## config.mk

```make
export PLATFORM = sky130hd
export DESIGN_NAME = video_line_bit_slicer_top_flat
export DESIGN_NICKNAME = d
export VERILOG_FILES = /design/src/rtl/vlbs_pkg.sv /design/src/rtl/vlbs_if.sv /design/src/rtl/vlbs_ram.sv /design/src/rtl/vlbs_ctrl.sv /design/src/rtl/vlbs_dp.sv /design/src/rtl/video_line_bit_slicer_top.sv /design/src/flat_wrapper.sv
export SDC_FILE = /design/constraint.sdc
export NUM_CORES = 1
export LEC_CHECK = 0
export ABC_AREA = 1
export BUFFER_PORTS_ARGS = -buffer_cell sky130_fd_sc_hd__buf_4
export CORE_ASPECT_RATIO = 1.2
export CORE_UTILIZATION = 30
export CTS_CLUSTER_DIAMETER = 100
export DETAILED_ROUTE_END_ITERATION = 6
export SYNTH_ARGS = -nofsm -noshare
export SYNTH_HDL_FRONTEND = slang
export SYNTH_HIERARCHICAL = 1
export SYNTH_SLANG_ARGS = --single-unit
```

## constraint.sdc

```tcl
create_clock -name i_clk -period 8.95 [get_ports i_clk]
set_input_delay 1.3425 -clock i_clk [delete_from_list [all_inputs] [get_ports i_clk]]
set_output_delay 1.3425 -clock i_clk [all_outputs]
set_load 0.02 [all_outputs]
```

## src/rtl/vlbs_pkg.sv

```systemverilog
// vlbs_pkg: shared types, constants and helpers of the video line bit slicer
// no dependencies; every other file but vlbs_ram refers to it, the design files by scoped names
`default_nettype none

package vlbs_pkg;

    // default for the top-level parameter
    localparam int BITS_PER_ROW_DEF = 24;

    // fixed geometry of the video format
    localparam int LINE_WIDTH  = 640;
    localparam int FIELD_LINES = 240;

    // reciprocal for the field split: q = (v * FL_MULT) >> FL_SHIFT, then one correction
    localparam int FL_SHIFT  = 18;
    localparam int FL_MULT   = (1 << FL_SHIFT) / FIELD_LINES;
    localparam int FL_MULT_W = FL_SHIFT + 1;

    // payload widths
    localparam int LEVEL_W  = 8;
    localparam int LINE_W   = 9;
    localparam int COL_W    = 10;
    localparam int IDX_W    = 5;
    localparam int LABEL_W  = 8;
    localparam int SYM_W    = 2;
    localparam int SUM_W    = 18;
    localparam int CNT_W    = 10;
    localparam int CFG_IDX_W  = 2;
    localparam int CFG_DATA_W = 9;

    localparam logic [CNT_W-1:0] COUNT_MAX = 10'd1023;
    localparam logic [COL_W-1:0] COL_LAST  = COL_W'(LINE_WIDTH - 1);

    // configuration register reset values
    localparam logic [LEVEL_W-1:0] WHITE_RST = 8'd161;
    localparam logic [LEVEL_W-1:0] BLACK_RST = 8'd16;
    localparam logic [LINE_W-1:0]  FIRST_RST = 9'd90;
    localparam logic [LINE_W-1:0]  LAST_RST  = 9'd460;

    // configuration register indexes
    localparam logic [CFG_IDX_W-1:0] REG_WHITE = 2'd0;
    localparam logic [CFG_IDX_W-1:0] REG_BLACK = 2'd1;
    localparam logic [CFG_IDX_W-1:0] REG_FIRST = 2'd2;
    localparam logic [CFG_IDX_W-1:0] REG_LAST  = 2'd3;

    // item kinds
    localparam logic KIND_LOAD  = 1'b0;
    localparam logic KIND_PIXEL = 1'b1;

    // symbol codes
    localparam logic [SYM_W-1:0] SYM_ZERO    = 2'd0;
    localparam logic [SYM_W-1:0] SYM_ONE     = 2'd1;
    localparam logic [SYM_W-1:0] SYM_INVALID = 2'd2;

    // controller states
    typedef enum logic [2:0] {
        ST_IDLE,
        ST_DIV,
        ST_REM,
        ST_LINE,
        ST_FETCH,
        ST_BOUND,
        ST_CHECK,
        ST_FLUSH
    } t_state;

    // commands from controller to datapath
    typedef struct packed {
        logic capture;
        logic load_wr;
        logic div_step;
        logic rem_step;
        logic line_start;
        logic bound_load;
        logic accumulate;
        logic emit;
        logic clear_active;
    } t_cmd;

    // status from datapath to controller
    typedef struct packed {
        logic item_load;
        logic col_zero;
        logic active;
        logic active_next;
        logic at_end;
        logic col_ge_hi;
        logic eol;
        logic slot_free;
    } t_status;

    // limit a column to the last column of the line
    function automatic logic [COL_W-1:0] f_clamp_col(input logic [COL_W-1:0] x);
        logic [COL_W:0] wide;
        wide = {1'b0, x};
        return (wide >= (COL_W+1)'(LINE_WIDTH)) ? COL_LAST : x;
    endfunction

endpackage

`default_nettype wire

```

## src/rtl/vlbs_if.sv

```systemverilog
// vlbs_if: valid/ready channel interfaces of the bit slicer (input items, result items)
// depends on vlbs_pkg for the payload widths
`default_nettype none

interface vlbs_in_if;
    logic                         valid;
    logic                         ready;
    logic                         kind;
    logic [vlbs_pkg::IDX_W-1:0]   border_index;
    logic [vlbs_pkg::COL_W-1:0]   border_value;
    logic [vlbs_pkg::LINE_W-1:0]  video_line;
    logic [vlbs_pkg::COL_W-1:0]   column;
    logic [vlbs_pkg::LEVEL_W-1:0] pixel;
    logic                         end_of_line;

    modport source (
        output valid, kind, border_index, border_value, video_line, column, pixel,
               end_of_line,
        input  ready
    );
    modport sink (
        input  valid, kind, border_index, border_value, video_line, column, pixel,
               end_of_line,
        output ready
    );
endinterface

interface vlbs_out_if;
    logic                         valid;
    logic                         ready;
    logic [vlbs_pkg::LABEL_W-1:0] line_label;
    logic [vlbs_pkg::IDX_W-1:0]   bit_index;
    logic [vlbs_pkg::SYM_W-1:0]   symbol;
    logic                         last;

    modport source (
        output valid, line_label, bit_index, symbol, last,
        input  ready
    );
    modport sink (
        input  valid, line_label, bit_index, symbol, last,
        output ready
    );
endinterface

`default_nettype wire

```

## src/rtl/vlbs_ram.sv

```systemverilog
// vlbs_ram: generic single-write, single-read RAM with registered read data
// no dependencies
`default_nettype none

module vlbs_ram #(
    parameter int WIDTH = 10,
    parameter int DEPTH = 25
) (
    input  wire logic                     i_clk,
    input  wire logic                     i_we,
    input  wire logic [$clog2(DEPTH)-1:0] i_waddr,
    input  wire logic [WIDTH-1:0]         i_wdata,
    input  wire logic [$clog2(DEPTH)-1:0] i_raddr,
    output logic      [WIDTH-1:0]         o_rdata
);

    logic [WIDTH-1:0] r_mem [DEPTH];

    // write port and registered read port
    always_ff @(posedge i_clk) begin
        if (i_we) begin
            r_mem[i_waddr] <= i_wdata;
        end
        o_rdata <= r_mem[i_raddr];
    end

endmodule

`default_nettype wire

```

## src/rtl/vlbs_ctrl.sv

```systemverilog
// vlbs_ctrl: sequencing state machine of the bit slicer
// depends on vlbs_pkg (state enum, command and status structs)
`default_nettype none

module vlbs_ctrl (
    input  wire logic              i_clk,
    input  wire logic              i_rst_n,
    input  wire logic              i_in_valid,
    output logic                   o_in_ready,
    input  wire vlbs_pkg::t_status i_status,
    output vlbs_pkg::t_cmd         o_cmd
);

    vlbs_pkg::t_state r_state, n_state;
    logic             r_bnd_ok, n_bnd_ok;

    // state register
    always_ff @(posedge i_clk) begin
        if (!i_rst_n) begin
            r_state  <= vlbs_pkg::ST_IDLE;
            r_bnd_ok <= 1'b0;
        end else begin
            r_state  <= n_state;
            r_bnd_ok <= n_bnd_ok;
        end
    end

    // next state and commands
    always_comb begin
        n_state    = r_state;
        n_bnd_ok   = r_bnd_ok;
        o_cmd      = '0;
        o_in_ready = 1'b0;
        case (r_state)
            vlbs_pkg::ST_IDLE: begin
                o_in_ready = 1'b1;
                if (i_in_valid) begin
                    if (i_status.item_load) begin
                        // border table changed, window bounds must be fetched again
                        o_cmd.load_wr = 1'b1;
                        n_bnd_ok      = 1'b0;
                    end else begin
                        o_cmd.capture = 1'b1;
                        if (i_status.col_zero) begin
                            n_state = vlbs_pkg::ST_DIV;
                        end else if (!i_status.active) begin
                            n_state = vlbs_pkg::ST_IDLE;
                        end else if (i_status.at_end || r_bnd_ok) begin
                            n_state = vlbs_pkg::ST_CHECK;
                        end else begin
                            n_state = vlbs_pkg::ST_FETCH;
                        end
                    end
                end
            end
            vlbs_pkg::ST_DIV: begin
                o_cmd.div_step = 1'b1;
                n_state        = vlbs_pkg::ST_REM;
            end
            vlbs_pkg::ST_REM: begin
                o_cmd.rem_step = 1'b1;
                n_state        = vlbs_pkg::ST_LINE;
            end
            vlbs_pkg::ST_LINE: begin
                o_cmd.line_start = 1'b1;
                n_bnd_ok         = 1'b0;
                n_state = i_status.active_next ? vlbs_pkg::ST_FETCH : vlbs_pkg::ST_IDLE;
            end
            vlbs_pkg::ST_FETCH: begin
                n_state = vlbs_pkg::ST_BOUND;
            end
            vlbs_pkg::ST_BOUND: begin
                o_cmd.bound_load = 1'b1;
                n_bnd_ok         = 1'b1;
                n_state          = vlbs_pkg::ST_CHECK;
            end
            vlbs_pkg::ST_CHECK: begin
                if (i_status.at_end) begin
                    o_cmd.clear_active = i_status.eol;
                    n_state            = vlbs_pkg::ST_IDLE;
                end else if (i_status.col_ge_hi) begin
                    // close the current window, then look at the next one
                    if (i_status.slot_free) begin
                        o_cmd.emit = 1'b1;
                        n_bnd_ok   = 1'b0;
                        n_state    = vlbs_pkg::ST_FETCH;
                    end
                end else begin
                    o_cmd.accumulate = 1'b1;
                    n_state = i_status.eol ? vlbs_pkg::ST_FLUSH : vlbs_pkg::ST_IDLE;
                end
            end
            vlbs_pkg::ST_FLUSH: begin
                if (i_status.at_end) begin
                    o_cmd.clear_active = 1'b1;
                    n_state            = vlbs_pkg::ST_IDLE;
                end else if (i_status.slot_free) begin
                    o_cmd.emit = 1'b1;
                    n_bnd_ok   = 1'b0;
                end
            end
            default: begin
                n_state = vlbs_pkg::ST_IDLE;
            end
        endcase
    end

`ifndef ASSERT_OFF
    // a bit is only closed when the result register can take it
    a_emit_slot: assert property (@(posedge i_clk) disable iff (!i_rst_n)
        o_cmd.emit |-> i_status.slot_free)
        else $error("emit without free result slot");

    // window compare only runs on bounds of the current bit
    a_check_bounds: assert property (@(posedge i_clk) disable iff (!i_rst_n)
        (r_state == vlbs_pkg::ST_CHECK && !i_status.at_end) |-> r_bnd_ok)
        else $error("window check with stale bounds");

    // flushing only happens on an active line
    a_flush_active: assert property (@(posedge i_clk) disable iff (!i_rst_n)
        (r_state == vlbs_pkg::ST_FLUSH) |-> i_status.active)
        else $error("flush on inactive line");
`endif

endmodule

`default_nettype wire

```

## src/rtl/vlbs_dp.sv

```systemverilog
// vlbs_dp: datapath of the bit slicer: config registers, border table, line mapping,
// window accumulator, classification and result register; depends on vlbs_pkg, vlbs_ram
`default_nettype none

module vlbs_dp #(
    parameter int BITS_PER_ROW = vlbs_pkg::BITS_PER_ROW_DEF
) (
    input  wire logic                              i_clk,
    input  wire logic                              i_rst_n,
    input  wire vlbs_pkg::t_cmd                    i_cmd,
    output vlbs_pkg::t_status                      o_status,
    // configuration write port
    input  wire logic                              i_cfg_we,
    input  wire logic [vlbs_pkg::CFG_IDX_W-1:0]    i_cfg_idx,
    input  wire logic [vlbs_pkg::CFG_DATA_W-1:0]   i_cfg_data,
    // input payload
    input  wire logic                              i_kind,
    input  wire logic [vlbs_pkg::IDX_W-1:0]        i_border_index,
    input  wire logic [vlbs_pkg::COL_W-1:0]        i_border_value,
    input  wire logic [vlbs_pkg::LINE_W-1:0]       i_video_line,
    input  wire logic [vlbs_pkg::COL_W-1:0]        i_column,
    input  wire logic [vlbs_pkg::LEVEL_W-1:0]      i_pixel,
    input  wire logic                              i_end_of_line,
    // result register
    input  wire logic                              i_out_ready,
    output logic                                   o_out_valid,
    output logic      [vlbs_pkg::LABEL_W-1:0]      o_line_label,
    output logic      [vlbs_pkg::IDX_W-1:0]        o_bit_index,
    output logic      [vlbs_pkg::SYM_W-1:0]        o_symbol,
    output logic                                   o_last
);

    localparam int DEPTH = BITS_PER_ROW + 1;
    localparam int CB_W  = $clog2(DEPTH);
    localparam int MW    = vlbs_pkg::LINE_W + vlbs_pkg::FL_MULT_W;
    localparam int RPW   = 2 * vlbs_pkg::COL_W;
    localparam int CW    = vlbs_pkg::COL_W;
    localparam int LW    = vlbs_pkg::LINE_W;
    localparam int VW    = vlbs_pkg::LEVEL_W;
    localparam int NW    = vlbs_pkg::CNT_W;
    localparam int SW    = vlbs_pkg::SUM_W;

    localparam logic [CB_W-1:0] BIT_END  = CB_W'(BITS_PER_ROW);
    localparam logic [CB_W-1:0] BIT_LAST = CB_W'(BITS_PER_ROW - 1);

    // configuration registers
    logic [VW-1:0] r_white, r_black;
    logic [LW-1:0] r_first, r_last;

    // captured pixel item
    logic [LW-1:0] r_v;
    logic [CW-1:0] r_col;
    logic [VW-1:0] r_pix;
    logic          r_eol;

    // line mapping
    logic [CW-1:0] r_q;
    logic [CW:0]   r_rem;
    logic [7:0]    r_label;
    logic          r_active;

    // window state
    logic [CB_W-1:0] r_cur_bit;
    logic [CW-1:0]   r_lo, r_hi;
    logic [SW-1:0]   r_sum;
    logic [VW-1:0]   r_max, r_min;
    logic [NW-1:0]   r_cnt;

    // result register
    logic                          r_out_valid;
    logic [vlbs_pkg::LABEL_W-1:0]  r_out_label;
    logic [vlbs_pkg::IDX_W-1:0]    r_out_bit;
    logic [vlbs_pkg::SYM_W-1:0]    r_out_sym;
    logic                          r_out_last;

    logic n_out_valid;

    // border table: two copies so left and right border are read together
    logic            w_we;
    logic [CB_W-1:0] w_waddr, w_raddr_r;
    logic [CW-1:0]   w_bl, w_br;
    logic            w_at_end;

    assign w_at_end  = (r_cur_bit == BIT_END);
    assign w_we      = i_cmd.load_wr && ({1'b0, i_border_index} <= 6'(BITS_PER_ROW));
    assign w_waddr   = CB_W'(i_border_index);
    assign w_raddr_r = w_at_end ? r_cur_bit : r_cur_bit + 1'b1;

    vlbs_ram #(.WIDTH(CW), .DEPTH(DEPTH)) u_ram_left (
        .i_clk   (i_clk),
        .i_we    (w_we),
        .i_waddr (w_waddr),
        .i_wdata (i_border_value),
        .i_raddr (r_cur_bit),
        .o_rdata (w_bl)
    );

    vlbs_ram #(.WIDTH(CW), .DEPTH(DEPTH)) u_ram_right (
        .i_clk   (i_clk),
        .i_we    (w_we),
        .i_waddr (w_waddr),
        .i_wdata (i_border_value),
        .i_raddr (w_raddr_r),
        .o_rdata (w_br)
    );

    // window bounds: middle half between the borders, clamped to the line
    logic [CW:0]   w_bsum, w_lsum, w_rsum;
    logic [CW-1:0] w_bmid, w_lo, w_hi;
    always_comb begin
        w_bsum = {1'b0, w_bl} + {1'b0, w_br};
        w_bmid = w_bsum[CW:1];
        w_lsum = {1'b0, w_bl} + {1'b0, w_bmid};
        w_rsum = {1'b0, w_br} + {1'b0, w_bmid};
        w_lo   = vlbs_pkg::f_clamp_col(w_lsum[CW:1]);
        w_hi   = vlbs_pkg::f_clamp_col(w_rsum[CW:1]);
    end

    // deinterlace: quotient estimate, remainder, then one correction step
    logic [MW-1:0]  w_qprod;
    logic [RPW-1:0] w_rprod, w_rem0;
    logic           w_fix;
    logic [CW:0]    w_rem;
    logic [CW-1:0]  w_qf;
    logic [11:0]    w_il;
    logic           w_active_next;
    always_comb begin
        w_qprod = MW'(r_v) * MW'(vlbs_pkg::FL_MULT);
        w_rprod = RPW'(r_q) * RPW'(vlbs_pkg::FIELD_LINES);
        w_rem0  = RPW'(r_v) - w_rprod;
        w_fix   = (r_rem >= (CW+1)'(vlbs_pkg::FIELD_LINES));
        w_rem   = w_fix ? r_rem - (CW+1)'(vlbs_pkg::FIELD_LINES) : r_rem;
        w_qf    = r_q + CW'(w_fix);
        w_il    = 12'({w_rem[CW-1:0], 1'b0}) + 12'(w_qf);
        w_active_next = (w_il >= 12'(r_first)) && (w_il <= 12'(r_last));
    end

    // classification of the current window
    logic [VW-1:0]    w_diff;
    logic [VW:0]      w_span, w_lvl_sum;
    logic [VW-1:0]    w_range;
    logic [VW:0]      w_thr;
    logic [SW:0]      w_thr_cnt;
    logic [vlbs_pkg::SYM_W-1:0] w_sym;
    always_comb begin
        w_diff    = (r_white >= r_black) ? r_white - r_black : r_black - r_white;
        w_span    = {2'b0, w_diff[VW-1:2], 1'b0} + (VW+1)'(w_diff[VW-1:2]);
        w_range   = r_max - r_min;
        w_lvl_sum = {1'b0, r_white} + {1'b0, r_black};
        w_thr     = (VW+1)'(w_lvl_sum[VW:1]) + 1'b1;
        // floor(sum/count) > mid  <=>  sum >= (mid+1)*count
        w_thr_cnt = (SW+1)'(w_thr) * (SW+1)'(r_cnt);
        if (r_cnt == '0) begin
            w_sym = vlbs_pkg::SYM_INVALID;
        end else if ({1'b0, w_range} > w_span) begin
            w_sym = vlbs_pkg::SYM_INVALID;
        end else if ({1'b0, r_sum} >= w_thr_cnt) begin
            w_sym = vlbs_pkg::SYM_ZERO;
        end else begin
            w_sym = vlbs_pkg::SYM_ONE;
        end
    end

    // configuration writes
    always_ff @(posedge i_clk) begin
        if (!i_rst_n) begin
            r_white <= vlbs_pkg::WHITE_RST;
            r_black <= vlbs_pkg::BLACK_RST;
            r_first <= vlbs_pkg::FIRST_RST;
            r_last  <= vlbs_pkg::LAST_RST;
        end else if (i_cfg_we) begin
            case (i_cfg_idx)
                vlbs_pkg::REG_WHITE: r_white <= i_cfg_data[VW-1:0];
                vlbs_pkg::REG_BLACK: r_black <= i_cfg_data[VW-1:0];
                vlbs_pkg::REG_FIRST: r_first <= i_cfg_data[LW-1:0];
                vlbs_pkg::REG_LAST:  r_last  <= i_cfg_data[LW-1:0];
                default: begin
                end
            endcase
        end
    end

    // item capture, mapping steps and bounds
    always_ff @(posedge i_clk) begin
        if (i_cmd.capture) begin
            r_v   <= i_video_line;
            r_col <= i_column;
            r_pix <= i_pixel;
            r_eol <= i_end_of_line;
        end
        if (i_cmd.div_step) begin
            r_q <= w_qprod[vlbs_pkg::FL_SHIFT +: CW];
        end
        if (i_cmd.rem_step) begin
            r_rem <= w_rem0[CW:0];
        end
        if (i_cmd.bound_load) begin
            r_lo <= w_lo;
            r_hi <= w_hi;
        end
        if (i_cmd.line_start) begin
            r_label <= w_il[8:1];
        end
    end

    // line and window state
    always_ff @(posedge i_clk) begin
        if (!i_rst_n) begin
            r_active  <= 1'b0;
            r_cur_bit <= '0;
            r_sum     <= '0;
            r_max     <= '0;
            r_min     <= '1;
            r_cnt     <= '0;
        end else begin
            if (i_cmd.line_start) begin
                r_active <= w_active_next;
            end else if (i_cmd.clear_active) begin
                r_active <= 1'b0;
            end
            if (i_cmd.line_start || i_cmd.emit) begin
                r_cur_bit <= i_cmd.line_start ? '0 : r_cur_bit + 1'b1;
                r_sum     <= '0;
                r_max     <= '0;
                r_min     <= '1;
                r_cnt     <= '0;
            end else if (i_cmd.accumulate && r_col >= r_lo &&
                         r_cnt != vlbs_pkg::COUNT_MAX) begin
                r_sum <= r_sum + SW'(r_pix);
                r_cnt <= r_cnt + 1'b1;
                if (r_pix > r_max) begin
                    r_max <= r_pix;
                end
                if (r_pix < r_min) begin
                    r_min <= r_pix;
                end
            end
        end
    end

    // result register
    always_comb begin
        if (i_cmd.emit) begin
            n_out_valid = 1'b1;
        end else if (i_out_ready) begin
            n_out_valid = 1'b0;
        end else begin
            n_out_valid = r_out_valid;
        end
    end

    always_ff @(posedge i_clk) begin
        if (!i_rst_n) begin
            r_out_valid <= 1'b0;
        end else begin
            r_out_valid <= n_out_valid;
        end
        if (i_cmd.emit) begin
            r_out_label <= r_label;
            r_out_bit   <= vlbs_pkg::IDX_W'(r_cur_bit);
            r_out_sym   <= w_sym;
            r_out_last  <= (r_cur_bit == BIT_LAST);
        end
    end

    assign o_out_valid  = r_out_valid;
    assign o_line_label = r_out_label;
    assign o_bit_index  = r_out_bit;
    assign o_symbol     = r_out_sym;
    assign o_last       = r_out_last;

    // status to the controller
    always_comb begin
        o_status.item_load   = (i_kind == vlbs_pkg::KIND_LOAD);
        o_status.col_zero    = (i_column == '0);
        o_status.active      = r_active;
        o_status.active_next = w_active_next;
        o_status.at_end      = w_at_end;
        o_status.col_ge_hi   = (r_col >= r_hi);
        o_status.eol         = r_eol;
        o_status.slot_free   = !r_out_valid || i_out_ready;
    end

`ifndef ASSERT_OFF
    // bit counter never runs past the end of the row
    a_bit_range: assert property (@(posedge i_clk) disable iff (!i_rst_n)
        r_cur_bit <= BIT_END)
        else $error("bit counter past end of row");

    // a non-empty window has consistent extremes
    a_min_max: assert property (@(posedge i_clk) disable iff (!i_rst_n)
        (r_cnt != '0) |-> (r_min <= r_max))
        else $error("window min above max");

    // a closed bit shows up at the result register
    a_emit_valid: assert property (@(posedge i_clk) disable iff (!i_rst_n)
        i_cmd.emit |=> r_out_valid)
        else $error("closed bit lost");
`endif

endmodule

`default_nettype wire

```

## src/rtl/video_line_bit_slicer_top.sv

```systemverilog
// video_line_bit_slicer_top: top level of the video line bit slicer
// depends on vlbs_pkg, vlbs_if, vlbs_ram, vlbs_ctrl, vlbs_dp
//
//   port       dir  handshake        beat
//   i_pix      in   valid/ready      border load or pixel with line, column, end of line
//   o_res      out  valid/ready      line label, bit index, symbol, last flag
//   i_cfg_*    in   write enable     register index and data, no read-back
//
// a pixel that closes no window: accept, window check; bounds fetch first after table load
// each closed window adds a result load, a border table read and a bounds register load
// column 0 adds the line mapping steps (divide, remainder, line start) and a bounds read
// pixel of an undecoded line: accept only (column 0: also mapping); border load: write only
// end of line flushes the remaining bits at one per cycle while the result slot is free
// synchronous active-low reset, no clearing pass; a waiting result stalls closing and input
`default_nettype none

module video_line_bit_slicer_top #(
    parameter int BITS_PER_ROW = vlbs_pkg::BITS_PER_ROW_DEF
) (
    input  wire logic                            i_clk,
    input  wire logic                            i_rst_n,
    vlbs_in_if.sink                              i_pix,
    vlbs_out_if.source                           o_res,
    input  wire logic                            i_cfg_we,
    input  wire logic [vlbs_pkg::CFG_IDX_W-1:0]  i_cfg_idx,
    input  wire logic [vlbs_pkg::CFG_DATA_W-1:0] i_cfg_data
);

    vlbs_pkg::t_cmd    w_cmd;
    vlbs_pkg::t_status w_status;
    logic              w_in_ready;

    assign i_pix.ready = w_in_ready;

    // sequencer
    vlbs_ctrl u_ctrl (
        .i_clk      (i_clk),
        .i_rst_n    (i_rst_n),
        .i_in_valid (i_pix.valid),
        .o_in_ready (w_in_ready),
        .i_status   (w_status),
        .o_cmd      (w_cmd)
    );

    // datapath
    vlbs_dp #(.BITS_PER_ROW(BITS_PER_ROW)) u_dp (
        .i_clk          (i_clk),
        .i_rst_n        (i_rst_n),
        .i_cmd          (w_cmd),
        .o_status       (w_status),
        .i_cfg_we       (i_cfg_we),
        .i_cfg_idx      (i_cfg_idx),
        .i_cfg_data     (i_cfg_data),
        .i_kind         (i_pix.kind),
        .i_border_index (i_pix.border_index),
        .i_border_value (i_pix.border_value),
        .i_video_line   (i_pix.video_line),
        .i_column       (i_pix.column),
        .i_pixel        (i_pix.pixel),
        .i_end_of_line  (i_pix.end_of_line),
        .i_out_ready    (o_res.ready),
        .o_out_valid    (o_res.valid),
        .o_line_label   (o_res.line_label),
        .o_bit_index    (o_res.bit_index),
        .o_symbol       (o_res.symbol),
        .o_last         (o_res.last)
    );

endmodule

`default_nettype wire

```

## src/flat_wrapper.sv

```systemverilog
// flat-port wrapper written by rule: the top's interface ports become plain ports
module video_line_bit_slicer_top_flat 
#(
    parameter int BITS_PER_ROW = vlbs_pkg::BITS_PER_ROW_DEF
)
  (i_clk, i_rst_n, i_cfg_we, i_cfg_idx, i_cfg_data, i_pix_valid, i_pix_kind, i_pix_border_index, i_pix_border_value, i_pix_video_line, i_pix_column, i_pix_pixel, i_pix_end_of_line, i_pix_ready, o_res_valid, o_res_line_label, o_res_bit_index, o_res_symbol, o_res_last, o_res_ready);
  vlbs_in_if i_pix_i ();
  vlbs_out_if o_res_i ();
  input  wire logic i_clk;
  input  wire logic i_rst_n;
  input  wire logic i_cfg_we;
  input  wire logic [vlbs_pkg::CFG_IDX_W-1:0] i_cfg_idx;
  input  wire logic [vlbs_pkg::CFG_DATA_W-1:0] i_cfg_data;
  input wire logic [$bits(i_pix_i.valid)-1:0] i_pix_valid;
  input wire logic [$bits(i_pix_i.kind)-1:0] i_pix_kind;
  input wire logic [$bits(i_pix_i.border_index)-1:0] i_pix_border_index;
  input wire logic [$bits(i_pix_i.border_value)-1:0] i_pix_border_value;
  input wire logic [$bits(i_pix_i.video_line)-1:0] i_pix_video_line;
  input wire logic [$bits(i_pix_i.column)-1:0] i_pix_column;
  input wire logic [$bits(i_pix_i.pixel)-1:0] i_pix_pixel;
  input wire logic [$bits(i_pix_i.end_of_line)-1:0] i_pix_end_of_line;
  output wire logic [$bits(i_pix_i.ready)-1:0] i_pix_ready;
  output wire logic [$bits(o_res_i.valid)-1:0] o_res_valid;
  output wire logic [$bits(o_res_i.line_label)-1:0] o_res_line_label;
  output wire logic [$bits(o_res_i.bit_index)-1:0] o_res_bit_index;
  output wire logic [$bits(o_res_i.symbol)-1:0] o_res_symbol;
  output wire logic [$bits(o_res_i.last)-1:0] o_res_last;
  input wire logic [$bits(o_res_i.ready)-1:0] o_res_ready;
  assign i_pix_i.valid = i_pix_valid;
  assign i_pix_i.kind = i_pix_kind;
  assign i_pix_i.border_index = i_pix_border_index;
  assign i_pix_i.border_value = i_pix_border_value;
  assign i_pix_i.video_line = i_pix_video_line;
  assign i_pix_i.column = i_pix_column;
  assign i_pix_i.pixel = i_pix_pixel;
  assign i_pix_i.end_of_line = i_pix_end_of_line;
  assign i_pix_ready = i_pix_i.ready;
  assign o_res_valid = o_res_i.valid;
  assign o_res_line_label = o_res_i.line_label;
  assign o_res_bit_index = o_res_i.bit_index;
  assign o_res_symbol = o_res_i.symbol;
  assign o_res_last = o_res_i.last;
  assign o_res_i.ready = o_res_ready;
  video_line_bit_slicer_top #(.BITS_PER_ROW(BITS_PER_ROW)) u_core (.i_clk(i_clk), .i_rst_n(i_rst_n), .i_pix(i_pix_i), .o_res(o_res_i), .i_cfg_we(i_cfg_we), .i_cfg_idx(i_cfg_idx), .i_cfg_data(i_cfg_data));
endmodule
```

* Word level (Yosys, flattened, before mapping) *
Memory sizes are Yosys's and may differ from the RTL's. A register that Yosys moved wholly into a read port is not among the register bits.
Cells that the tools add are included.

storage, ports and cells
  register bits after elaboration = 174
  RAM bits = 500
  input port bits = 60
  output and inout bits = 18
  word-level logic and storage cells = 155
  memories kept = 2

memory list
  memory                         depth  bits a word  read ports  clocked after memory_dff  wr ports  RTL line        RTL
  u_core.u_dp.u_ram_left.r_mem   25     10           1           1                         1         vlbs_ram.sv:17  logic [WIDTH-1:0] r_mem [DEPTH];
  u_core.u_dp.u_ram_right.r_mem  25     10           1           1                         1         vlbs_ram.sv:17

operators by class
  $add $sub $neg = 16
  $mul = 3
  order comparisons = 13
  equality and inequality tests = 21
  mux-type cells = 48
  bitwise operators = 1
  reduce and logical (&&, ||, !) cells = 25

operators with widths
  kind                                                                     number
  10-bit by 10-bit adder with 11-bit output                                3
  3-bit two-way mux                                                        10
  1-bit two-way mux                                                        27
  3-bit case mux with 8 select lines                                       1
  8-bit subtractor                                                         3
  10-bit >= comparator                                                     2
  10-bit >= comparator (second input constant)                             2
  10-bit zero test                                                         2
  18-bit by 19-bit >= comparator with 1-bit output                         1
  9-bit by 10-bit multiplier with 19-bit output                            1
  18-bit by 8-bit adder with 18-bit output                                 1
  9-bit by 9-bit multiplier with 18-bit output (second input constant)     1
  8-bit > comparator                                                       2
  2-bit != test (second input constant)                                    7
  11-bit by 3-bit adder with 12-bit output                                 1
  3-bit == test (second input constant)                                    4
  12-bit by 9-bit >= comparator with 1-bit output                          1
  12-bit by 9-bit less-or-equal comparator with 1-bit output               1
  2-bit AND reduction                                                      6
  11-bit by 8-bit >= comparator with 1-bit output (second input constant)  1
  9-bit by 10-bit subtractor with 11-bit output                            1
  10-bit by 1-bit adder with 10-bit output (second input constant)         1
  5-bit == test (second input constant)                                    2
  10-bit two-way mux                                                       1
  other kinds (32)                                                         45

* Longest topological paths before layout *
Gate-level depths: netlist (run 1).

  depth in word-level cells = 9
  gate-level depth with buffers = 43
  depth with buffers taken out = 42

* Hierarchy *
The synthesis (run 1) kept the hierarchy.

by module, submodules not included
  module                               instances  cells each  area each (sq um)  seq. area each (sq um)
  vlbs_dp                              1          1845        15041.9            4254.1
  vlbs_ram at u_core.u_dp.u_ram_right  1          1002        10870.4            7707.4
  vlbs_ram at u_core.u_dp.u_ram_left   1          991         10834.1            7707.4
  vlbs_ctrl                            1          87          585.6              80.1

* Worst setup path before layout (run 1) *
No wires, ideal clock.

  path type = register to register
  start = reg u_core.u_dp.r_white[0]
  end = reg u_core.u_dp.r_out_sym, in the netlist u_core/u_dp/o_symbol[0], data pin
  library setup time = 0.272 ns
  arrival time = 6.331 ns
  required time = 8.678 ns
  setup slack = 2.348 ns
  cell stages (with the launch flop) = 37
  buffers on the path = 0
  clock period less this slack = 6.602 ns
  path through = dfxtp_1 ha_1 fa_1 xnor2_1 ha_1 nand3_1 nor2_2 nand3b_1 nor2_2 nand2_2 inv_2 nand2_1 fa_1 fa_1 inv_1 fa_1 fa_1 ha_1 nand2_1 nor2_1 nand2_1 o211ai_1 nand2_1 nand2_1 a21boi_0 o21ai_0 xor2_1 ha_1 nand4_1 nor3_1 a21oi_1 nand2_1 nand2_1 nand2_1 nand2_1 nand2_1 a21oi_1

between the ends
  cells in the longest elaborated chain, start to end = 5
  elaborated cells on any way between the ends = 12
  classes of those cells = 5 x add/sub; 1 x mul; 3 x order compare; 2 x mux; 1 x reduce/logical

ends and longest elaborated chain
  element                                                                                                         RTL line                        RTL
  start: declaration                                                                                              vlbs_dp.sv:47                   logic [VW-1:0] r_white, r_black;
  start signal: assignment                                                                                        vlbs_dp.sv:167                  r_white <= vlbs_pkg::WHITE_RST;
  start signal: assignment                                                                                        vlbs_dp.sv:173                  vlbs_pkg::REG_WHITE: r_white <= i_cfg_data[VW-1:0];
  8-bit by 8-bit adder with 9-bit output, or another cell as far along                                            vlbs_dp.sv:149                  w_lvl_sum = {1'b0, r_white} + {1'b0, r_black};
  8-bit by 1-bit adder with 9-bit output / 8-bit two-way mux (equally long branches)                              vlbs_dp.sv:150, vlbs_dp.sv:146
  9-bit by 10-bit multiplier with 19-bit output / 7-bit by 6-bit adder with 8-bit output (equally long branches)  vlbs_dp.sv:152, vlbs_dp.sv:147
  18-bit by 19-bit >= comparator with 1-bit output / 8-bit > comparator (equally long branches)                   vlbs_dp.sv:157, vlbs_dp.sv:155
  1-bit two-way mux / 2-bit OR reduction (equally long branches)                                                  -
  end signal: assignment                                                                                          vlbs_dp.sv:261                  r_out_sym <= w_sym;
  end: declaration                                                                                                vlbs_dp.sv:73                   logic [vlbs_pkg::SYM_W-1:0] r_out_sym;

Parallel ways exist; a longest one is shown, timed or not.
A chain may end at the register's enable or synchronous reset.

* Worst setup path after layout (run 1) *
  start = reg u_core.u_dp.r_white[2]
  end = reg u_core.u_dp.r_out_sym, in the netlist u_core/u_dp/o_symbol[0], data pin

Same word-level chain as after synthesis.

==> run_results.csv, run 1 <==
group,metric,value,unit
status,outcome,"completed",
die,die_area,126000,µm²
place,hpwl,62000,µm
critical_path,setup.worst_path.class,"reg -> reg",
yosys,avgSynthCellArea,9.51,µm²
detailed_routing,drt-pass1-iter-count,5,
sta,finClkSkew,0.0542,ns
clock_network,htree_levels,3,
grt,grt_pass1_wl,146000,µm
critical_path,crit_required,9.35,ns
yosys,ys_seq_elements,694,
pwr,power_frac_comb,13.3,%
sta,tightest_slew,1.34,ns
place,io_buffers,77,
sta,setup_viol,0,
yosys,syn_inst,3925,
clock_network,cts_hold_buf,0,
grt,top_usage_layer,"met2",
grt,grt_overflow,0,
grt,use_met3,2.24,%
sta,fmax,0.136,GHz
clock_network,post_cts_buffers,0,
pwr,power_density,192,nW/µm²
yosys,synth_compound_area_share,4.87,%
sta,finalCritPeriodShare,82.0,%
critical_path,r2r_setup_slack,1.61,ns
sta,drv_slew,0,
die,dieWidth,324,µm
grt,use_met1,19.1,%
yosys,synth_edf_count,585,
clock_network,root_buffer,"clkbuf_16",
detailed_routing,wl_per_cell,16.4,µm
sta,rsz0062_at_grt,"false",
grt,grt_max_degree,99,
final_layout,fillers,12300,
yosys,synth_most_common_cell,"nand2_1",
yosys,yosys_most_used_dff,"edfxtp_1",
critical_path,crit_start,"u_core/u_dp/r_white[2]",
detailed_routing,drcViolationCount,0,
worst_hold_path,hold_path_class,"reg -> reg",
clock_network,ctsResizeCount,0,
yosys,async_flop_share,0,%
clock_network,path_clk_slew,0.06,ns
sta,setup_tns,0,ns
critical_path,r2r-start,"u_core/u_dp/r_white[2]",
critical_path,worstPathMaxFanout,10,
yosys,synth_area_leaders,"edfxtp_1, nand2_1, ha_1",
yosys,yosysWarnings,6,
critical_path,max_stage_delay,0.86,ns
yosys,synth_mux_area_share,0,%
detailed_routing,via_per_inst,4.66,
yosys,yosys-top-cells-count,"nand2_1, edfxtp_1, inv_1",
clock_network,cts_sinks,694,
clock_network,cts_tree,"yes",
yosys,synth_top_area_cell,"edfxtp_1",
final_layout,antenna_cells,0,
critical_path,slowest_stage,"xnor2_1",
yosys,yosys.area_share.simple,20.9,%
sta,min_period,7.34,ns
pwr,power_frac_clock,41.0,%
critical_path,arrival,7.74,ns
pwr,leakage,17.9,nW
grt,met2_usage,25.6,%
critical_path,crit_top_cell,"nand2_1",
yosys,synthesis.nets,4284,
pwr,p_sw,2.18,mW
pwr,sw_frac_of_total,26.9,%
die,die_h,388,µm
clock_network,clk_latency,0.66,ns
die,start_util,30.3,%
die,io_pins,78,
detailed_routing,ant_nets,0,
final_layout,drive_gt1_share,7.48,%
pwr,power.internal,5.91,mW
detailed_routing,drt_iter0_markers,2141,
detailed_routing,vias,26500,
yosys,synthAdderAreaFrac,11.4,%
yosys,synth.distinct_cells,59,
worst_hold_path,holdCritStartpoint,"u_core/u_dp/r_label[7]",
pwr,p_seq_share,45.7,%
pwr,ir_worst_vdd,156,µV
detailed_routing,finalWirelength,93400,µm
yosys,syn_area,37300,µm²
clock_network,cts_made_buffers,80,
sta,hold_violations,0,
job,max_cap_viol_count,0,
yosys,netlist.area_leader.share,47.1,%
clock_network,clock_path_buffers,3,
yosys,seq_area_frac_synth,52.9,%
critical_path,cp-end-kind,"register",
yosys,synth_xor_area_share,2.13,%
sta,slew_headroom,9.75,%
yosys,synth_top_family_by_area,"simple AND/OR/NAND/NOR gates",
final_layout,final_util,34.1,%
grt,grt_usage,14.9,%
die,rows,141,
critical_path,start_kind,"register",
grt,grt_pass1_vias,25900,
final_layout,synthToLayoutAreaGrowth,12.8,%
final_layout,finalNetCount,4329,
place,routabilityCongestion,0.866,
die,core,123000,µm²
grt,antenna_found_initial,3,
[cell usage in the layout (no fill, tap or decap), drive strengths merged, types with 5 or more instances in the layout]
cell type  count
nand2        976
nor4           8
edfxtp       585
clkinvlp       5
ha           232
a31oi          9
nand3        460
clkinv        33
a21oi        162
xnor2         26
fa            67
buf           96
o21bai        12
nand4         32
dfxtp        109
o31ai          5
inv          571
o211ai        14
a211oi         7
nor3          29
clkbuf       106
xor2          60
nor2         273
a21o           6
bufinv         6
or2           28
o21ai         99
[sequential cells by signal, indices dropped and copies added (netlist names), 10 cells and up]
signal / cells
u_core/u_dp/r_lo: 10
u_core/u_dp/u_ram_left/o_rdata: 10
u_core/u_dp/u_ram_left/r_mem: 250
u_core/u_dp/u_ram_right/r_mem: 250
u_core/u_dp/r_hi: 10
u_core/u_dp/r_sum: 18
u_core/u_dp/r_cnt: 10
u_core/u_dp/u_ram_right/o_rdata: 10
u_core/u_dp/r_col: 10
u_core/u_dp/r_rem: 11
[kinds of logic (layout without fill, tap and decap cells)]
| family | after synthesis | in the layout |
|---|---|---|
| xor gates and xnor gates | 86 | 86 |
| buffers and inverters | 706 | 817 |
| DFF | 694 | 694 |
| and+or+nand+nor | 1812 | 1812 |
| AOI/OAI and AO/OA | 328 | 328 |
| adders and majority gates | 299 | 299 |
[critical path, delay by kind of cell (launching register included)]
family / cells / cell delay [ns]
fa+ha+maj: 7 / 3.13
simple gates: 19 / 1.60
xor+xnor: 2 / 1.02
compound gates: 5 / 0.72
flops: 1 / 0.36
buf+inv: 4 / 0.27
[per-layer routing]
layer | vias to the layer above | wire length, µm
met5 | - | 22
met4 | 4 | 1950
met3 | 130 | 5240
met2 | 678 | 45600
met1 | 12600 | 40600
li1 | 13100 | -
[area by class of cell]
class	instances	area [µm²]	share of cell area, %
multi-input combinational	2525	14700	35.0
tap	1644	2060	4.89
inverter	573	2170	5.14
clock buffer	106	2190	5.21
sequential	694	19800	46.9
timing repair buffer	96	721	1.71
clock inverter	42	492	1.17
[per-stage QoR]
stage | cell area (µm²) | cells | power [mW] | worst slack, ns | hold WS (ns)
after floorplan | 37300 | 3925 | 4.52 | 2.35 | 0.400
after global placement | 39400 | 5532 | 4.81 | 1.78 | 0.401
after detailed placement | 39400 | 5532 | 4.84 | 1.68 | 0.407
after CTS | 42100 | 5680 | 8.18 | 1.65 | 0.420
after global routing | 42100 | 5680 | 8.45 | 1.05 | 0.428
final | 42100 | 5680 | 8.09 | 1.61 | 0.419
[final timing paths]
kind                                                    end  depth (start not counted)
worst max-delay path                u_core/u_dp/o_symbol[0]                         37
worst min-delay path            u_core/u_dp/o_line_label[7]                          0
worst max register to register      u_core/u_dp/o_symbol[0]                         37
worst min register to register  u_core/u_dp/o_line_label[7]                          0
[power groups by stage]
stage | Combinational [mW] | Clock [mW] | Sequential (mW)
2_1_floorplan | 0.799 | 0 | 3.72
3_3_place_gp | 1.05 | 0 | 3.77
3_5_place_dp | 1.07 | 0 | 3.77
4_1_cts | 1.08 | 3.40 | 3.70
5_1_grt | 1.22 | 3.53 | 3.71
6_report | 1.08 | 3.32 | 3.70
Note: power is estimated with default switching activity, not from simulation.
==> inputs of run 2 (changes only) <==
==> constraint.sdc (replaced) <==
create_clock -name i_clk -period 6.3 [get_ports i_clk]
set_input_delay 0.945 -clock i_clk [delete_from_list [all_inputs] [get_ports i_clk]]
set_output_delay 0.945 -clock i_clk [all_outputs]
set_load 0.02 [all_outputs]
==> run 2 against run 1 <==
The run now ends with setup timing left; critical endpoint unchanged; count of clock-buffer cells in the layout decreased by 1; clock skew down 0.0059 ns; worst hold slack got worse by 0.0040 ns.
==> run_results.csv, run 2 (same netlist as run 1, synthesis figures left out) <==
group,metric,value,unit
status,outcome,"finished with violations",
status,violations,"setup timing",
sta,fmax,0.152,GHz
final_layout,antenna_cells,0,
die,die_area,126000,µm²
critical_path,cp-end-kind,"register",
clock_network,clock_path_buffers,3,
pwr,ir_worst_vdd,211,µV
die,core,123000,µm²
clock_network,cts_made_buffers,80,
critical_path,max_stage_delay,0.60,ns
detailed_routing,ant_nets,0,
critical_path,cp.depth,31,
worst_hold_path,hold_path_class,"reg -> reg",
critical_path,slowest_stage,"fa_2",
grt,grt_pass1_wl,149000,µm
clock_network,cts_tree,"yes",
die,die_h,388,µm
die,dieWidth,324,µm
final_layout,final_area,42900,µm²
sta,slew_headroom,16.8,%
clock_network,cts_hold_buf,0,
detailed_routing,via_per_inst,4.69,
sta,drv_slew,0,
place,io_buffers,77,
sta,hold_violations,0,
detailed_routing,met3WireLength,6000,µm
sta,setup_tns,-0.293,ns
final_layout,top_regs,"u_core/u_dp/u_ram_left/r_mem (250), u_core/u_dp/u_ram_right/r_mem (250), u_core/u_dp/r_sum (18)",
pwr,leakage,18.3,nW
detailed_routing,finalWirelength,95600,µm
place,placed_cell_area,40100,µm²
clock_network,path_clk_slew,0.06,ns
grt,grt_overflow,0,
critical_path,crit_required,6.68,ns
final_layout,most-common-layout-cells,"nand2_1, edfxtp_1, inv_1",
clock_network,cts_sinks,694,
final_layout,final_common_cell,"nand2_1",
clock_network,clk_latency,0.66,ns
grt,antenna_found_initial,1,
detailed_routing,wl_met2,46600,µm
die,rows,141,
clock_network,htree_levels,3,
final_layout,drive_gt1_share,10.4,%
sta,finalCritPeriodShare,105,%
clock_network,root_buffer,"clkbuf_16",
sta,fin_ws,-0.293,ns
job,max_cap_viol_count,0,
final_layout,synthToLayoutAreaGrowth,15.0,%
detailed_routing,vias,27100,
detailed_routing,drt-met1-wl,40300,µm
final_layout,final_util,34.8,%
critical_path,start_kind,"register",
die,io_pins,78,
sta,setup_viol,1,
sta,rsz0062_at_grt,"true",
critical_path,worstPathMaxFanout,5,
sta,finClkSkew,0.0483,ns
detailed_routing,wl_per_cell,16.5,µm
grt,grt_usage,15.3,%
critical_path,crit_top_cell,"nand2_1",
critical_path,crit_family,"adder cells",
grt,grt_pass1_vias,26600,
detailed_routing,drcViolationCount,0,
place,routabilityCongestion,0.891,
sta,tightest_slew,1.24,ns
critical_path,setup.worst_path.class,"reg -> reg",
sta,finalHoldWorstSlack,0.415,ns
detailed_routing,maxUsedRoutingLayer,"met4",
detailed_routing,drt_iter0_markers,1785,
grt,grt_max_degree,79,
pwr,power_density,262,nW/µm²
critical_path,arrival,6.97,ns
worst_hold_path,whs_path_depth,0,
die,start_util,30.3,%
detailed_routing,drt-pass1-iter-count,5,
critical_path,crit_buf_inv,1,
critical_path,r2r_cells,31,
final_layout,finalNetCount,4428,
sta,min_period,6.59,ns
place,hpwl,63800,µm
==> run 2: changes by cell type in the layout (fill, tap and decap cells not counted), moves of 4 or more <==
| cell | delta |
|---|---|
| a21oi_1 | -7 |
| a21oi_2 | +7 |
| buf_4 | +94 |
| bufinv_16 | -4 |
| clkbuf_1 | +5 |
| clkbuf_8 | -4 |
| clkinv_1 | +5 |
| clkinv_2 | +5 |
| clkinvlp_4 | -4 |
| ha_1 | -11 |
| ha_4 | +8 |
| inv_6 | +4 |
| nor2_1 | -5 |
==> run 2: per-stage QoR <==
| stage | power [mW] | cells | setup WS, ns |
|---|---|---|---|
| global route | 11.8 | 5781 | -0.637 |
| CTS | 11.4 | 5775 | -0.320 |
| finish | 11.3 | 5781 | -0.293 |
| detailed placement | 6.94 | 5616 | -0.475 |
| floorplan | 6.42 | 3925 | 0.000403 |
| global placement | 6.90 | 5616 | -0.376 |
==> run 2: layout make-up <==
| cell class | instances | area (µm²) |
|---|---|---|
| fill | 12300 | 80400 |
| timing repair buffer | 195 | 1500 |
| inverter | 573 | 2170 |
| clock inverter | 45 | 399 |
| sequential | 694 | 19800 |
| clock buffer | 105 | 2110 |
| multi-input combinational | 2525 | 15000 |
| tap | 1644 | 2060 |
==> run 2: layer usage <==
layer,global-route usage [%],vias to the layer above
li1,-,13300
met3,2.81,168
met4,5.00,0
met2,26.2,754
met1,19.1,12900
met5,0,-
==> run 2: power by group <==
| part | switching (mW) | total [mW] | internal [mW] |
|---|---|---|---|
| Sequential | 0.121 | 5.26 | 5.14 |
| Combinational | 1.03 | 1.61 | 0.582 |
| Clock | 1.93 | 4.41 | 2.48 |
==> run 2: timing repair <==
item                                    CTS  global route
resized for setup                        24            22
pin swaps                                16            30
endpoints found under the setup margin    1             1
setup buffers                             9             6
==> run 2: worst register-to-register path, delay by kind of cell (launching register included) <==
kind / cells / cell delay (ns)
simple gates: 13 / 1.34
flops: 1 / 0.33
compound gates: 6 / 0.72
buf+inv: 1 / 0.15
fa+ha+maj: 9 / 3.47
xor+xnor: 2 / 0.31
==> run 2: path summary, 6_finish.rpt <==
check,from,to,slack [ns]
max,u_core/u_dp/r_white[0],u_core/u_dp/o_symbol[0],-0.29
min,u_core/u_dp/r_label[5],u_core/u_dp/o_line_label[5],0.42
max reg2reg,u_core/u_dp/r_white[0],u_core/u_dp/o_symbol[0],-0.29
min reg2reg,u_core/u_dp/r_label[5],u_core/u_dp/o_line_label[5],0.42
==> inputs of run 3 (changes only) <==
--- a/config.mk
+++ b/config.mk
@@ -5,7 +5,6 @@
 export SDC_FILE = /design/constraint.sdc
 export NUM_CORES = 1
 export LEC_CHECK = 0
-export ABC_AREA = 1
 export BUFFER_PORTS_ARGS = -buffer_cell sky130_fd_sc_hd__buf_4
 export CORE_ASPECT_RATIO = 1.2
 export CORE_UTILIZATION = 30
==> run 3 against run 2 <==
The run still ends with setup timing left; final area is 2.3% lower; power down 11%; final cell count decreased by 22%; non-clock buffer count grew 22; sequential cell count unchanged; combinational power decreased by 67%; global-route usage is 0.71 points lower; critical path depth decreased by 1; setup slack worse by 0.46 ns; clock skew fell by 0.019 ns; first-iteration DRC count down 22%; largest power group unchanged.
==> run_results.csv, run 3 <==
group,metric,value,unit
die,die_area,121000,µm²
status,violations,"setup timing",
grt,grt_pass1_wl,134000,µm
sta,fmax,0.142,GHz
die,die_h,381,µm
pwr,sw_frac_of_total,22.6,%
clock_network,cts_hold_buf,0,
detailed_routing,wl_per_cell,19.7,µm
clock_network,cts_sinks,694,
sta,finalCritPeriodShare,112,%
critical_path,crit_buf_inv,5,
final_layout,multi_input_area,15300,µm²
die,rows,138,
detailed_routing,maxUsedRoutingLayer,"met4",
detailed_routing,via_per_inst,4.92,
detailed_routing,finalWirelength,88200,µm
sta,finClkSkew,0.0290,ns
yosys,synth_top_area_cell,"edfxtp_1",
critical_path,r2r-start,"u_core/u_dp/r_white[1]",
detailed_routing,vias,22100,
place,dp.cells,4328,
place,hpwl,60700,µm
sta,tightest_slew,1.26,ns
grt,grt_overflow,0,
grt,grt_usage,14.5,%
die,dieWidth,318,µm
yosys,seq_area_frac_synth,54.9,%
pwr,leakage,15.6,nW
critical_path,crit_required,6.80,ns
final_layout,most-common-layout-cells,"edfxtp_1, ha_1, buf_4",
clock_network,clock_path_buffers,3,
pwr,power_density,239,nW/µm²
yosys,yosys-top-cells-count,"edfxtp_1, ha_1, inv_1",
critical_path,start_kind,"register",
detailed_routing,met3WireLength,4710,µm
sta,setup_viol,1,
critical_path,max_stage_delay,0.49,ns
grt,grt_max_degree,70,
sta,slew_headroom,16.0,%
yosys,yosysWarnings,6,
clock_network,cts_tree,"yes",
detailed_routing,drt-met1-wl,36800,µm
grt,grt_pass1_vias,22500,
pwr,power.internal,7.78,mW
yosys,synth_area_leaders,"edfxtp_1, ha_1, dfxtp_1",
final_layout,drive_gt1_share,17.9,%
pwr,power_frac_comb,5.4,%
clock_network,clk_latency,0.66,ns
final_layout,final_cells,4483,
yosys,yosys_most_used_dff,"edfxtp_1",
critical_path,r2r_setup_slack,-0.75,ns
critical_path,worstPathMaxFanout,6,
yosys,syn_inst,2691,
critical_path,arrival,7.54,ns
clock_network,path_clk_slew,0.06,ns
detailed_routing,wl_met2,44300,µm
die,io_pins,78,
place,io_buffers,77,
clock_network,cts_made_buffers,79,
clock_network,root_buffer,"clkbuf_16",
critical_path,r2r_cells,30,
detailed_routing,drt-pass1-iter-count,5,
critical_path,slowest_stage,"fa_1",
sta,min_period,7.05,ns
final_layout,fillers,11400,
yosys,netlist.area_leader.share,48.8,%
pwr,power_frac_clock,44.7,%
critical_path,crit_top_cell,"fa_1",
detailed_routing,ant_nets,0,
critical_path,setup.worst_path.class,"reg -> reg",
yosys,async_flop_share,0,%
sta,finalHoldWorstSlack,0.419,ns
sta,fin_ws,-0.749,ns
yosys,avgSynthCellArea,13.4,µm²
critical_path,cp-end-kind,"register",
grt,antenna_found_initial,2,
critical_path,crit_family,"adder cells",
sta,drv_slew,0,
detailed_routing,drt_iter0_markers,1396,
yosys,synth_edf_count,585,
yosys,synth_most_common_cell,"edfxtp_1",
critical_path,rr_endpoint,"u_core/u_dp/o_symbol[0]",
yosys,synth.distinct_cells,102,
detailed_routing,drcViolationCount,0,
pwr,p_sw,2.27,mW
yosys,ys_seq_elements,694,
place,routabilityCongestion,0.845,
pwr,ir_worst_vdd,247,µV
die,start_util,30.4,%
final_layout,final_common_cell,"edfxtp_1",
worst_hold_path,holdCritStartpoint,"u_core/u_dp/r_label[5]",
sta,rsz0062_at_grt,"true",
final_layout,ff_latch_area,19800,µm²
clock_network,htree_levels,3,
final_layout,finalNetCount,3242,
job,max_cap_viol_count,0,
final_layout,synthToLayoutAreaGrowth,16.6,%
worst_hold_path,hold_path_class,"reg -> reg",
pwr,p_seq_share,49.9,%
status,outcome,"finished with violations",
worst_hold_path,whs_path_depth,0,
worst_hold_path,min_to,"u_core/u_dp/o_line_label[5]",
yosys,synthesis.nets,3050,
die,core,118000,µm²
yosys,syn_area,36000,µm²
final_layout,top_regs,"u_core/u_dp/u_ram_left/r_mem (250), u_core/u_dp/u_ram_right/r_mem (250), u_core/u_dp/r_sum (18)",
sta,hold_violations,0,
place,place_ws,-0.805,ns
final_layout,final_util,35.4,%
[run 3: worst register-to-register path: cells and delay by family (launching register included)]
kind	cells	cell delay, ns
simple gates	7	1.49
buf+inv	5	0.48
mux	1	0.22
compound gates	9	1.58
fa+ha+maj	7	2.63
flops	1	0.35
xor+xnor	1	0.14
[run 3: worst max-delay path by stage]
stage,slack (ns),depth (start not counted),from,end
2_1_floorplan,-0.36,28,u_core/u_dp/r_black[0],u_core/u_dp/o_symbol[0]
3_3_place_gp,-0.66,28,u_core/u_dp/r_black[0],u_core/u_dp/o_symbol[0]
3_5_place_dp,-0.81,28,u_core/u_dp/r_black[0],u_core/u_dp/o_symbol[0]
4_1_cts,-0.73,31,u_core/u_dp/r_white[1],u_core/u_dp/o_symbol[0]
5_1_grt,-1.07,30,u_core/u_dp/r_white[1],u_core/u_dp/o_symbol[0]
6_report,-0.75,30,u_core/u_dp/r_white[1],u_core/u_dp/o_symbol[0]
[run 3: kinds of logic after synthesis]
kind of cell | share of synthesized area, %
XOR/XNOR | 2.03
flip-flops | 54.9
adder cells (fa/ha/maj) | 11.8
buffers and inverters | 3.75
multiplexers | 9.70
AO/OA/AOI/OAI | 8.14
AND/OR/NAND/NOR | 9.69
[run 3: what timing repair did]
| item | CTS | global route |
|---|---|---|
| resized for setup | 8 | 39 |
| endpoints found under the setup margin | 1 | 1 |
| pin swaps | 12 | 50 |
| buffers inserted | 5 | 9 |
[run 3: layout make-up]
cell class                      count  share of cell area [%]
Inverter                          197                    1.76
Clock buffer                       91                    4.87
Sequential cell                   694                    47.1
Clock inverter                     49                    1.19
Tap cell                         1540                    4.59
Antenna cell                        1                 0.00596
Multi-Input combinational cell   1694                    36.5
Timing Repair Buffer              217                    3.99
[run 3: through the flow]
| step | TNS (ns) | area (µm²) | power (mW) |
|---|---|---|---|
| final | -0.749 | 42000 | 10.0 |
| after global routing | -1.07 | 42000 | 10.4 |
| after CTS | -0.728 | 41700 | 10.2 |
| after detailed placement | -0.805 | 39000 | 5.65 |
| after global placement | -0.658 | 39000 | 5.64 |
| after floorplan | -0.363 | 36100 | 5.40 |
[run 3: per-layer routing]
layer / vias to the layer above / GRT usage [%]
met2: 489 / 25.3
met4: 0 / 5.00
li1: 10400 / -
met1: 11000 / 18.1
met5: - / 0
met3: 123 / 2.65
[run 3: power groups by stage]
stage                     logic, mW  clock network (mW)  registers, mW
after floorplan               0.289                   0           5.11
after global placement        0.525                   0           5.11
after detailed placement      0.532                   0           5.11
after CTS                     0.537                4.61           5.02
after global routing          0.602                4.78           5.02
final                         0.539                4.49           5.02
